File: src/hdl/page_packed_frame_buffer_defines.svh
// Assertion macros used by the back part of the frame buffer RTL.
// Taken in by `include; relies on nothing else.
`ifndef PAGE_PACKED_FRAME_BUFFER_DEFINES_SVH
`define PAGE_PACKED_FRAME_BUFFER_DEFINES_SVH

// Check a property on every rising clock edge outside of reset.
`define PPFB_ASSERT(lbl, clk, rst_n, prop) \
  lbl: assert property (@(posedge clk) disable iff (!(rst_n)) (prop)) \
    else $error("ppfb: assertion failed");

// Check that a condition never holds outside of reset.
`define PPFB_NEVER(lbl, clk, rst_n, cond) \
  `PPFB_ASSERT(lbl, clk, rst_n, !(cond))

`endif

File: src/hdl/ppfb_pkg.sv
// Types and constants of the page-packed frame buffer.
// Used by the front, queue, back and top modules; depends on nothing.
`timescale 1ns / 1ps
`default_nettype none

package ppfb_pkg;

  // Widest store address: 256 columns by 16 pages
  localparam int unsigned ADDR_W      = 12;
  localparam int unsigned QUEUE_DEPTH = 2;
  localparam int unsigned PAGE_ROWS   = 8;
  localparam logic [7:0]  FILL_ONES   = 8'hFF;
  localparam logic [7:0]  FILL_ZEROS  = 8'h00;

  typedef enum logic [1:0] {
    OP_DRAW  = 2'd0,
    OP_CLEAR = 2'd1,
    OP_READ  = 2'd2
  } op_e;

  typedef enum logic [1:0] {
    COL_BLACK   = 2'd0,
    COL_WHITE   = 2'd1,
    COL_INVERSE = 2'd2,
    COL_NONE    = 2'd3
  } colour_e;

  typedef struct packed {
    op_e                op;
    logic signed [15:0] pixel_x;
    logic signed [15:0] pixel_y;
    colour_e            colour;
    logic [9:0]         byte_index;
  } item_t;

  typedef struct packed {
    logic [7:0] read_data;
    logic       clipped;
  } result_t;

  // Classified command kinds handed from front to back
  typedef enum logic [1:0] {
    CMD_SKIP = 2'd0,
    CMD_DRAW = 2'd1,
    CMD_READ = 2'd2,
    CMD_FILL = 2'd3
  } cmd_e;

  typedef struct packed {
    cmd_e              kind;
    logic [ADDR_W-1:0] addr;
    colour_e           colour;
    logic [2:0]        bit_sel;
    logic              clipped;
  } cmd_t;

  typedef enum logic [1:0] {
    BK_INIT = 2'd0,
    BK_IDLE = 2'd1,
    BK_RMW  = 2'd2,
    BK_FILL = 2'd3
  } back_state_e;

  // Status from the back part to the handshake logic
  typedef struct packed {
    logic init_busy;
  } back_stat_t;

endpackage

`default_nettype wire

File: src/hdl/ppfb_front.sv
// Front part: accepts items and classifies them into store commands.
// Depends on ppfb_pkg.
`timescale 1ns / 1ps
`default_nettype none

module ppfb_front import ppfb_pkg::*; #(
  parameter int unsigned SCREEN_WIDTH  = 128,
  parameter int unsigned SCREEN_HEIGHT = 64
) (
  input  logic  start,
  input  logic  busy,
  input  item_t item_i,
  output logic  push_o,
  output cmd_t  cmd_o
);

  localparam int unsigned Pages      = (SCREEN_HEIGHT + PAGE_ROWS - 1) / PAGE_ROWS;
  localparam int unsigned StoreBytes = SCREEN_WIDTH * Pages;

  logic        x_on, y_on, read_ok;
  logic [14:0] x_mag, y_mag;
  logic [ADDR_W-1:0] pix_addr;

  // Accept an item whenever start is high and busy is low
  assign push_o = start & ~busy;

  // Check the screen bounds and form the page-packed byte address
  assign x_mag    = item_i.pixel_x[14:0];
  assign y_mag    = item_i.pixel_y[14:0];
  assign x_on     = !item_i.pixel_x[15] && ({1'b0, x_mag} < 16'(SCREEN_WIDTH));
  assign y_on     = !item_i.pixel_y[15] && ({1'b0, y_mag} < 16'(SCREEN_HEIGHT));
  assign pix_addr = ADDR_W'(x_mag) + ADDR_W'(y_mag >> 3) * ADDR_W'(SCREEN_WIDTH);
  assign read_ok  = {3'b000, item_i.byte_index} < 13'(StoreBytes);

  // Classify the item
  always_comb begin
    cmd_o         = '0;
    cmd_o.kind    = CMD_SKIP;
    cmd_o.colour  = item_i.colour;
    cmd_o.bit_sel = item_i.pixel_y[2:0];
    unique case (item_i.op)
      OP_DRAW: begin
        cmd_o.addr = pix_addr;
        if (!(x_on && y_on)) begin
          cmd_o.clipped = 1'b1;
        end else if (item_i.colour != COL_NONE) begin
          cmd_o.kind = CMD_DRAW;
        end
      end
      OP_CLEAR: begin
        if (item_i.colour inside {COL_BLACK, COL_WHITE}) begin
          cmd_o.kind = CMD_FILL;
        end
      end
      OP_READ: begin
        cmd_o.addr = ADDR_W'(item_i.byte_index);
        if (read_ok) begin
          cmd_o.kind = CMD_READ;
        end
      end
      default: begin
        cmd_o.kind = CMD_SKIP;
      end
    endcase
  end

endmodule

`default_nettype wire

File: config.mk
export PLATFORM = sky130hd
export DESIGN_NAME = ppfb_front
export DESIGN_NICKNAME = d
export VERILOG_FILES = /design/src/hdl/page_packed_frame_buffer_defines.svh /design/src/hdl/ppfb_pkg.sv /design/src/hdl/ppfb_front.sv
export SDC_FILE = /design/constraint.sdc
export NUM_CORES = 1
export LEC_CHECK = 0
export BUFFER_PORTS_ARGS = -buffer_cell sky130_fd_sc_hd__buf_4
export CAP_MARGIN = 10
export CORE_AREA = 4 4 46 48
export DETAILED_ROUTE_END_ITERATION = 7
export DIE_AREA = 0 0 50 52
export PLACE_DENSITY = 0.78
export SETUP_SLACK_MARGIN = 0.4
export SYNTH_ARGS = -nofsm -noshare
export SYNTH_HDL_FRONTEND = slang
export SYNTH_SLANG_ARGS = --single-unit
File: constraint.sdc
create_clock -name vclk -period 1.25
set_input_delay 0.0625 -clock vclk [all_inputs]
set_output_delay 0.0625 -clock vclk [all_outputs]
set_load 0.02 [all_outputs]
After elaboration in Yosys (flattened, before gate mapping)

Cells that the tools add are included.

$add $sub $neg: 1
$mul: 0
Div/mod/pow operators: 0
Order comparisons: 2
Eq/ne operators: 4
Shift-type cells: 0
Mux-type cells: 7
Bitwise gates (word level): 2
Reductions and logical operators: 8

Operators with widths:

| operator              | number |
|---|---|
| $pmux W12 S2          | 1 |
| $lt A15 B7 Y1 const B | 1 |
| $lt A15 B8 Y1 const B | 1 |
| $add A12 B12 Y12      | 1 |
| $pmux W2 S3           | 1 |
| $eq A2 B1 Y1 const B  | 2 |
| $logic_not A2 Y1      | 2 |
| $mux W2               | 2 |
| $logic_and A1 B1 Y1   | 3 |
| $mux W1               | 3 |
| $eq A2 B2 Y1 const B  | 1 |
| $logic_not A1 Y1      | 2 |
| $ne A2 B2 Y1 const B  | 1 |
| $reduce_bool A2 Y1    | 1 |
| $and A1 B1 Y1         | 1 |
| $not A1 Y1            | 1 |

Register bits after elaboration: 0
Latch bits: 0
Memory bits (writable): 0
Bits in read-only memories: 0
Input port bits: 48
Output and inout port bits: 21
Word-level logic and storage cells: 24
Memories kept: 0

Logic depth before layout (Yosys ltp)

Depth after elaboration: 5
Gate-level depth with buffers: 5
Mapped depth without buffers: 5

Least setup slack after synthesis

OpenSTA, ideal clock, no wires.

Path type: input-to-output
From: input port item_i[15] (netlist bit)
To: output port cmd_o[17] (netlist bit)
Arrival: 1.437 ns
Data required time: 1.188 ns
Slack: -0.249 ns
Stages: 5
Buffers on the path: 0
Cell sequence: ha_1 > fa_1 > a21o_1 > a21oi_1 > mux2i_1

RTL lines:

| what        | RTL line         | text |
|---|---|---|
| from (decl) | ppfb_front.sv:12 | `input item_t item_i,` |
| to (decl)   | ppfb_front.sv:14 | `output cmd_t cmd_o` |

==> reports/summary.txt <==
LAYOUT
--------------------------------------------------------------------------------
Number of fill cells                                                         140
Nets@finish                                                                  178
Final cell area excluding filler cells                               0.00121 mm2
Fraction of final layout cells sized beyond drive strength 1               78.9%
Antenna diode count                                                            0
Area growth syn-to-layout                                                   152%
Clkbuf count                                                                   0
Seq cells                                                                      0
Register cell area after layout                                            0 um2

DRT
--------------------------------------------------------------------------------
Initial DRC count                                                              4
First-pass DRT Iterations                                                      3
Ratio of routed vias to standard cells                                      4.52
Total via count after detailed routing                                       669
ANT nets after route                                                           0
Routed wirelength normalized by instance count                           13.1 um
DRC Markers                                                                    0
Total Wirelength                                                         1930 um

WORST SETUP PATH
--------------------------------------------------------------------------------
Req. time, crit path                                                     1.19 ns
Critical path type                                                        in2out
Crit path capture type                                              primary output
Worst setup SP type                                                   input port
Worst path arrival time                                                  1.45 ns
Max FO, Critical Path                                                          2

LOGIC SYNTHESIS
--------------------------------------------------------------------------------
Total of warnings raised by yosys                                              0
Number of nets produced by synthesis                                         115
Post-Syn Instances                                                            62
Sequential-to-total area share from yosys stat                                0%
Mapped Area                                                              478 um2
Top cells by area in the synthesized netlist                        sky130_fd_sc_hd__mux2i_1 (25%), sky130_fd_sc_hd__ha_1 (10%), sky130_fd_sc_hd__nor2_1 (9.4%)
Syn_area_per_cell                                                       7.71 um2
Share of the synthesized area in the top cell type                         25.1%
Synth cell types                                                              22
Cell type contributing the most total cell area after synthesis     sky130_fd_sc_hd__mux2i_1

TIMING
--------------------------------------------------------------------------------
Slew of the pin with the lowest slew margin                             0.270 ns
Worst hold margin                                                       0.125 ns
Max-Slew Margin vs Limit                                                   81.9%
Minimum setup slack in the final design                                -0.263 ns
Post-route clock period utilization                                         121%
Final Setup Violations                                                         4
Fin Setup TNS                                                          -0.682 ns
Achievable clock frequency                                             0.661 GHz
Fin crit period                                                          1.51 ns
Unrepaired setup endpoints after global routing                             true
Fin. Hold Viols                                                                0
Max-slew violation count                                                       0

STATUS
--------------------------------------------------------------------------------
Status                                                              finished with violations
Violations in the final reports                                     setup timing

CLOCKING
--------------------------------------------------------------------------------
Hold buffer count at CTS                                                       0

FLOORPLAN
--------------------------------------------------------------------------------
Width of the die                                                           50 um
Floorplan die area                                                   0.00260 mm2
Initial cell density of the core                                           28.0%
Die Ht                                                                     52 um
Rows                                                                          15
Io pins                                                                       69
Placeable core region                                                0.00171 mm2

GLOBAL ROUTING
--------------------------------------------------------------------------------
Number of antenna violations at the first check in global routing              0
Overall track demand over capacity in global routing                       13.6%
Number of global-route vias before repair                                    686
First-pass GRT wire length                                               2860 um
Pin count of the biggest net entering global routing                          17
Total congestion overflow after global routing                                 0

POWER
--------------------------------------------------------------------------------
PD cells                                                              388 mW/mm2
Maximum vdd ir drop                                                       202 uV
Leakage                                                                 0.560 nW

WORST HOLD PATH
--------------------------------------------------------------------------------
Worst hold path type                                                      in2out

PLACE
--------------------------------------------------------------------------------
Routability congestion estimate from global placement                      0.683
HPWL after detailed placement                                            1660 um
Placed Area                                                          0.00108 mm2
I/O Buffers                                                                   63

RUN
--------------------------------------------------------------------------------
Count of max-cap constraint violations                                         0

## where the power goes
part / switching (mW) / total, mW / leakage, nW / internal (mW)
logic: 0.206 / 0.468 / 0.560 / 0.262
clock network: 0 / 0 / 0 / 0
registers: 0 / 0 / 0 / 0
total: 0.206 / 0.468 / 0.560 / 0.262
## layer usage
metal  global-route usage (%)  wire length (um)
met2                     27.6              1170
met1                     14.7               600
met3                     2.01               143
met4                     1.84                23
met5                        0                 0
## cell usage after synthesis, types with 2 or more instances
library cell                n
sky130_fd_sc_hd__buf_4      5
sky130_fd_sc_hd__o21a_1     2
sky130_fd_sc_hd__nor4_4     2
sky130_fd_sc_hd__xor2_1     2
sky130_fd_sc_hd__mux2i_1   12
sky130_fd_sc_hd__a21oi_1    3
sky130_fd_sc_hd__clkbuf_1   2
sky130_fd_sc_hd__nor2_1    12
sky130_fd_sc_hd__nand2_1    3
sky130_fd_sc_hd__a21o_1     2
sky130_fd_sc_hd__nor4_1     2
sky130_fd_sc_hd__buf_2      2
sky130_fd_sc_hd__ha_1       4
## stage by stage
stage                     power, mW  utilization, %  setup slack, ns  cells
after floorplan               0.228               -          -0.0371     62
after global placement        0.417            63.4           -0.251    145
after detailed placement      0.428            63.4           -0.303    145
after CTS                     0.463            69.1           -0.274    147
after global routing          0.501            70.6           -0.318    148
final                         0.468            70.6           -0.263    148
## repair_timing
item / CTS / global route
resized for setup: 17 / 5
pin swaps: 9 / 9
setup endpoints to repair: 7 / 12
endpoints found under the hold margin: 0 / 0
buffers inserted: 2 / 1
## worst paths after layout
path | endpoint | startpoint | cells after the start
min | cmd_o[3] | item_i[14] | 0
max | cmd_o[17] | item_i[35] | 7
## critical path, stage by stage
cell and delay [ns]:
sky130_fd_sc_hd__buf_8 0.10, sky130_fd_sc_hd__ha_4 0.16, sky130_fd_sc_hd__fa_2 0.33, sky130_fd_sc_hd__a21o_1 0.17, sky130_fd_sc_hd__a21oi_2 0.21, sky130_fd_sc_hd__mux2i_4 0.27, sky130_fd_sc_hd__buf_6 0.14
## placed cells by master, fill, tap and decap left out, drive strengths merged, types with 2 or more instances in the layout
cell	Yosys	layout
nor2	12	12
mux2i	12	12
nand2	3	3
buf	7	70
a21o	2	2
ha	4	4
xor2	2	2
a21oi	3	3
nor4	4	4
o21a	2	2
## kinds of logic (layout without fill, tap and decap cells)
logic type | Yosys count | after routing | share of synthesized area [%]
AND/OR/NAND/NOR | 24 | 24 | 29.3
multiplexers | 13 | 13 | 27.5
buffers and inverters | 10 | 71 | 12.3
AO/OA/AOI/OAI | 8 | 8 | 12.6
adder cells (fa/ha/maj) | 5 | 5 | 14.7
XOR/XNOR | 2 | 2 | 3.67
## final cells by class
| class | instances | area, um2 | share of cell area [%] |
|---|---|---|---|
| inverters | 1 | 3.75 | 0.311 |
| multi-input cells | 52 | 582 | 48.2 |
| repair buffers | 70 | 589 | 48.9 |
| well taps | 25 | 31.3 | 2.59 |
(Power assumes the default switching activity.)
