<file path="config.mk">
export PLATFORM = sky130hd
export DESIGN_NAME = ppfb_queue
export DESIGN_NICKNAME = d
export VERILOG_FILES = /design/src/hdl/page_packed_frame_buffer_defines.svh /design/src/hdl/ppfb_pkg.sv /design/src/hdl/ppfb_queue.sv
export SDC_FILE = /design/constraint.sdc
export NUM_CORES = 1
export LEC_CHECK = 0
export BUFFER_PORTS_ARGS = -buffer_cell sky130_fd_sc_hd__buf_2
export CAP_MARGIN = 20
export CORE_ASPECT_RATIO = 1.25
export CORE_UTILIZATION = 50
export CTS_CLUSTER_DIAMETER = 80
export DETAILED_ROUTE_END_ITERATION = 10
export PLACE_DENSITY = 0.88
export RECOVER_POWER = 100
export SETUP_SLACK_MARGIN = 0.05
export SLEW_MARGIN = 20
export SYNTH_ARGS = -nofsm -noshare
export SYNTH_HDL_FRONTEND = slang
export SYNTH_SLANG_ARGS = --single-unit
</file>
<file path="constraint.sdc">
create_clock -name clk_i -period 2.24 [get_ports clk_i]
set_clock_uncertainty 0.05 [all_clocks]
set_input_delay 0.112 -clock clk_i [delete_from_list [all_inputs] [get_ports clk_i]]
set_output_delay 0.112 -clock clk_i [all_outputs]
set_load 0.01 [all_outputs]
</file>
<file path="src/hdl/page_packed_frame_buffer_defines.svh">
// Assertion macros used by the back part of the frame buffer RTL.
// Taken in by `include; relies on nothing else.
`ifndef PAGE_PACKED_FRAME_BUFFER_DEFINES_SVH
`define PAGE_PACKED_FRAME_BUFFER_DEFINES_SVH

// Check a property on every rising clock edge outside of reset.
`define PPFB_ASSERT(lbl, clk, rst_n, prop) \
  lbl: assert property (@(posedge clk) disable iff (!(rst_n)) (prop)) \
    else $error("ppfb: assertion failed");

// Check that a condition never holds outside of reset.
`define PPFB_NEVER(lbl, clk, rst_n, cond) \
  `PPFB_ASSERT(lbl, clk, rst_n, !(cond))

`endif

</file>
<file path="src/hdl/ppfb_pkg.sv">
// Types and constants of the page-packed frame buffer.
// Used by the front, queue, back and top modules; depends on nothing.
`timescale 1ns / 1ps
`default_nettype none

package ppfb_pkg;

  // Widest store address: 256 columns by 16 pages
  localparam int unsigned ADDR_W      = 12;
  localparam int unsigned QUEUE_DEPTH = 2;
  localparam int unsigned PAGE_ROWS   = 8;
  localparam logic [7:0]  FILL_ONES   = 8'hFF;
  localparam logic [7:0]  FILL_ZEROS  = 8'h00;

  typedef enum logic [1:0] {
    OP_DRAW  = 2'd0,
    OP_CLEAR = 2'd1,
    OP_READ  = 2'd2
  } op_e;

  typedef enum logic [1:0] {
    COL_BLACK   = 2'd0,
    COL_WHITE   = 2'd1,
    COL_INVERSE = 2'd2,
    COL_NONE    = 2'd3
  } colour_e;

  typedef struct packed {
    op_e                op;
    logic signed [15:0] pixel_x;
    logic signed [15:0] pixel_y;
    colour_e            colour;
    logic [9:0]         byte_index;
  } item_t;

  typedef struct packed {
    logic [7:0] read_data;
    logic       clipped;
  } result_t;

  // Classified command kinds handed from front to back
  typedef enum logic [1:0] {
    CMD_SKIP = 2'd0,
    CMD_DRAW = 2'd1,
    CMD_READ = 2'd2,
    CMD_FILL = 2'd3
  } cmd_e;

  typedef struct packed {
    cmd_e              kind;
    logic [ADDR_W-1:0] addr;
    colour_e           colour;
    logic [2:0]        bit_sel;
    logic              clipped;
  } cmd_t;

  typedef enum logic [1:0] {
    BK_INIT = 2'd0,
    BK_IDLE = 2'd1,
    BK_RMW  = 2'd2,
    BK_FILL = 2'd3
  } back_state_e;

  // Status from the back part to the handshake logic
  typedef struct packed {
    logic init_busy;
  } back_stat_t;

endpackage

`default_nettype wire

</file>
<file path="src/hdl/ppfb_queue.sv">
// Short command queue between the front and back parts.
// Depends on ppfb_pkg.
`timescale 1ns / 1ps
`default_nettype none

module ppfb_queue import ppfb_pkg::*; (
  input  logic clk_i,
  input  logic rst_ni,
  input  logic push_i,
  input  cmd_t cmd_i,
  input  logic pop_i,
  output logic full_o,
  output logic empty_o,
  output cmd_t cmd_o
);

  localparam int unsigned PtrW = (QUEUE_DEPTH > 1) ? $clog2(QUEUE_DEPTH) : 1;
  localparam int unsigned CntW = $clog2(QUEUE_DEPTH + 1);

  cmd_t            slot_q [QUEUE_DEPTH];
  logic [PtrW-1:0] wr_q, wr_d, rd_q, rd_d;
  logic [CntW-1:0] cnt_q, cnt_d;

  assign full_o  = (cnt_q == CntW'(QUEUE_DEPTH));
  assign empty_o = (cnt_q == '0);
  assign cmd_o   = slot_q[rd_q];

  // Advance pointers and fill count
  always_comb begin
    wr_d  = wr_q;
    rd_d  = rd_q;
    cnt_d = cnt_q;
    if (push_i) begin
      wr_d = (wr_q == PtrW'(QUEUE_DEPTH - 1)) ? '0 : wr_q + 1'b1;
    end
    if (pop_i) begin
      rd_d = (rd_q == PtrW'(QUEUE_DEPTH - 1)) ? '0 : rd_q + 1'b1;
    end
    case ({push_i, pop_i})
      2'b10:   cnt_d = cnt_q + 1'b1;
      2'b01:   cnt_d = cnt_q - 1'b1;
      default: cnt_d = cnt_q;
    endcase
  end

  always_ff @(posedge clk_i or negedge rst_ni) begin
    if (!rst_ni) begin
      wr_q  <= '0;
      rd_q  <= '0;
      cnt_q <= '0;
    end else begin
      wr_q  <= wr_d;
      rd_q  <= rd_d;
      cnt_q <= cnt_d;
    end
  end

  // Hold queued commands
  always_ff @(posedge clk_i) begin
    if (push_i) begin
      slot_q[wr_q] <= cmd_i;
    end
  end

endmodule

`default_nettype wire

</file>
=== Yosys cells after proc, flatten, opt, wreduce, memory -nomap -nowiden ===
Memory sizes are Yosys's and may differ from the RTL's.
Index checks and enable logic that the tools add are counted.

* Add/subtract/negate cells: 4
* Eq/ne operators: 3
* Multiplexer cells: 5
* Reductions and logical operators: 2

{| class="wikitable"
|+ Operators by type and width
! cell !! number
|-
| $eq 2x2->1 const B || 2
|-
| $mux 1 || 4
|-
| $pmux 2 s2 || 1
|-
| $add 1x1->1 const B || 2
|-
| $add 2x1->2 const B || 1
|-
| $eq 2x1->1 const B || 1
|-
| $logic_not 2->1 || 1
|-
| $reduce_bool 2->1 || 1
|-
| $sub 2x1->2 const B || 1
|}

* Flip-flop bits (word level): 4
* Bits in writable memories: 40
* Bits of input ports: 24
* Word-level logic and storage cells: 18
* Memories kept: 1

{| class="wikitable"
|+ Memories
! name !! depth !! bits a word !! read ports !! clocked after memory_dff !! write ports !! RTL line !! source
|-
| slot_q || 2 || 20 || 1 || 0 || 1 || ppfb_queue.sv:20 || <nowiki>cmd_t slot_q [QUEUE_DEPTH];</nowiki>
|}

=== Depth between registers and ports, before layout ===
* Depth after elaboration: 2
* Depth in mapped cells: 5

=== Worst setup path after synthesis ===
OpenSTA, ideal clock, no wires.

* Kind: register -> register
* From: register wr_q
* To: memory slot_q[0][0] (netlist bit), enable pin
* Setup time: 0.397 ns
* Data arrival time: 1.263 ns
* Path slack: 0.530 ns
* Stages on the path, launching flop included: 2
* Period minus slack after synthesis: 1.710 ns
* Cells stage by stage: dfrtp_1 nor2_1

{| class="wikitable"
|+ RTL lines
! element !! RTL line !! source
|-
| start, declared || ppfb_queue.sv:21 || <nowiki>logic [PtrW-1:0] wr_q, wr_d, rd_q, rd_d;</nowiki>
|-
| start signal, assigned || ppfb_queue.sv:52 || <nowiki>wr_q <= wr_d;</nowiki>
|-
| end, declared || ppfb_queue.sv:20 ||
|}

No word-level cell before the write port.

=== Worst setup path in the final report ===
* From: input port push_i
* To: memory slot_q[0][15] (netlist bit), enable pin

* Word-level cells in the longest chain between the ends: 2

{| class="wikitable"
|+ Ends and longest elaborated chain
! element !! RTL line !! source
|-
| start, declared || ppfb_queue.sv:9 || <nowiki>input logic push_i,</nowiki>
|-
| $mux 1 || ppfb_queue.sv:60 || <nowiki>if (push_i) begin</nowiki>
|-
| $mux 1 (not written as such) || ppfb_queue.sv:61 || <nowiki>slot_q[wr_q] <= cmd_i;</nowiki>
|}

No other way between the ends.

==> results.sh <==
export IMPL_status="completed"
export IMPL_met2_length_um=1600
export IMPL_clockRootBuffer="clkbuf_4"
export IMPL_antenna_found_initial=0
export IMPL_areaGrowthSynthToFinish_pct=32.9
export IMPL_arrival_ns=1.94
export IMPL_wl_met3_um=178
export IMPL_initial_utilization=0.538
export IMPL_synth_area_leader_cell="edfxtp_1"
export IMPL_drt_initial_drc_count=11
export IMPL_io_buffers=45
export IMPL_period_share=0.866
export IMPL_final_setup_tns_ns=0
export IMPL_ys_flop_type="edfxtp_1"
export IMPL_syn_nets=103
export IMPL_setup_viol=0
export IMPL_post_cts_buffers=0
export IMPL_p_int_mw=1.65
export IMPL_syn_instance_count=78
export IMPL_endpoint_kind="register"
export IMPL_htree_num_levels=2
export IMPL_ys_top_cells_by_area="edfxtp_1, mux2_2, dfrtp_1"
export IMPL_synth_seq_area_share=0.799
export IMPL_hold_violations=0
export IMPL_dpl_hpwl_um=1970
export IMPL_max_freq_ghz=0.516
export IMPL_hold_class="in2async"
export IMPL_comb_power_share=0.289
export IMPL_placementRows=22
export IMPL_leakage_nw=0.769
export IMPL_worstSetupPathType="in2reg"
export IMPL_synth_most_common_cell="edfxtp_1"
export IMPL_overflow=0
export IMPL_rsz0062_at_grt="no"
export IMPL_nNetsFinal=179
export IMPL_clk_latency_ns=0.35
export IMPL_synth_top_area_frac=0.738
export IMPL_clkSlewWorstSetupHoldPaths_ns=0.12
export IMPL_wl_per_cell_um=15.2
export IMPL_grt_max_degree=15
export IMPL_finalMaxSlewViolations=0
export IMPL_gp_congestion=0.656
export IMPL_wirelength_met1_um=1070
export IMPL_dieArea_um2=3490
export IMPL_avgSynthCellArea_um2=20.9
export IMPL_p_switching_uw=701
export IMPL_synth_area_um2=1630
export IMPL_cts_buffer_depth=2
export IMPL_power_mw=2.36
export IMPL_crit_path_max_fanout=11
export IMPL_diodes=0
export IMPL_drc=0
export IMPL_synth_edff_count=40
export IMPL_required_ns=2.24
export IMPL_synth_cell_types=11
export IMPL_maxSlewHeadroom=0.408
export IMPL_start_kind="input pin"
export IMPL_ant_nets=0
export IMPL_cts_made_buffers=5
export IMPL_grt_pass1_vias=1003
export IMPL_io_pins=46
export IMPL_cts_sinks=44
export IMPL_synth_common_cells="edfxtp_1, mux2_2, dfrtp_1"
export IMPL_ys_seq_elements=44
export IMPL_grt_usage=0.194
export IMPL_power_frac_seq=0.506
export IMPL_die_x_um=53.0
export IMPL_layout_drive_gt1_share=0.245
export IMPL_cts_resized=0
export IMPL_yosys_warnings=0
export IMPL_finalWorstPathRequiredPeriod_ns=1.94
export IMPL_pwr_share_clk=0.205
export IMPL_synthArstFlopShare=0.0909
export IMPL_p_sw_frac=0.298
export IMPL_cts_tree="yes"
export IMPL_highest_layer="met4"
export IMPL_cap_violations=0
export IMPL_grt_pass1_wl_um=4490
export IMPL_peakVddDrop_uv=803
export IMPL_core_area_um2=3030
export IMPL_tightest_slew_ns=0.885
export IMPL_p_per_area_nw_per_um2=1090
export IMPL_vias=934
export IMPL_finalWirelength_um=2900
export IMPL_routed_via_density=4.89
export IMPL_die_h_um=65.8
export IMPL_first_pass_iters=4
[stage by stage]
| step | utilization | instances | instance area [um^2] | setup slack (ns) | hold WS [ns] |
|---|---|---|---|---|---|
| 5_1_grt | 0.714 | 191 | 2160 | 0.144 | 0.0665 |
| 3_3_place_gp | 0.630 | 160 | 1910 | 0.722 | -0.130 |
| 4_1_cts | 0.733 | 191 | 2220 | 0.299 | 0.0172 |
| 2_1_floorplan | - | 78 | 1630 | 0.530 | -0.234 |
| 3_5_place_dp | 0.630 | 160 | 1910 | 0.711 | -0.126 |
| 6_report | 0.714 | 191 | 2160 | 0.300 | 0.0649 |
[flip-flops by register name (all words and copies together) (netlist names)]
| name | count |
|---|---|
| rd_q | 1 |
| wr_q | 1 |
| cnt_q | 2 |
| slot_q | 40 |
[metal layers]
| layer | vias to the layer above | track usage |
|---|---|---|
| li1 | 449 | - |
| met1 | 442 | 0.194 |
| met2 | 37 | 0.347 |
| met3 | 6 | 0.0667 |
| met4 | 0 | 0.0921 |
| met5 | - | 0 |
[kinds of logic (layout without fill, tap and decap cells)]
kind of cell / count (synthesis) / count (layout) / share of synthesized area
mux: 20 / 20 / 0.138
flops: 44 / 44 / 0.799
xor+xnor: 5 / 5 / 0.0269
buf+inv: 3 / 80 / 0.0115
fa+ha+maj: 1 / 1 / 0.00769
simple gates: 5 / 5 / 0.0161
[cell type report]
type / count / area [um^2]
clock buffer: 5 / 37.5
timing repair buffer: 71 / 425
sequential: 44 / 1300
inverter: 1 / 3.75
multi-input combinational: 31 / 308
clock inverter: 3 / 42.5
tap: 36 / 45.0
fill: 244 / 865
[repair_timing]
item | in CTS | in global routing
hold endpoints to repair | 46 | 0
endpoints found under the setup margin | 0 | 0
hold buffers | 23 | 0
[power by group through the flow]
stage | registers [mW] | clock network [mW] | logic [mW]
finish | 1.19 | 0.482 | 0.681
global route | 1.22 | 0.517 | 0.745
CTS | 1.19 | 0.491 | 0.738
detailed placement | 1.21 | 0 | 0.704
global placement | 1.20 | 0 | 0.681
floorplan | 1.16 | 0 | 0.480
[worst paths after layout]
check	start	endpoint	slack, ns	depth (start not counted)
max	push_i	slot_q[0][15]	0.30	5
min	rst_ni	rd_q	0.06	2
max reg2reg	wr_q	slot_q[0][15]	0.38	2
min reg2reg	wr_q	wr_q	0.45	1
min in group clk_i	cmd_i[6]	slot_q[1][6]	0.42	2
max in group asynchronous	rst_ni	cnt_q[1]	1.89	2
[critical path, cell delays in order]
cell	delay (ns)
dlygate4sd3_1	0.52
clkbuf_1	0.16
inv_1	0.08
nor2_1	0.68
clkbuf_2	0.40
[cell usage in the layout (no fill, tap or decap)]
cell           count
clkinv_4           1
ha_1               1
and2b_2            1
bufinv_16          1
edfxtp_1          40
inv_1              1
nor2_1             3
dfrtp_1            4
and2_0             1
clkbuf_2           3
mux2_2            20
clkbuf_4           5
buf_2              6
dlygate4sd3_1     23
xor2_1             3
clkbuf_1          38
buf_4              1
clkinv_1           1
xnor2_1            2
Note: power is estimated with default switching activity, not from simulation.
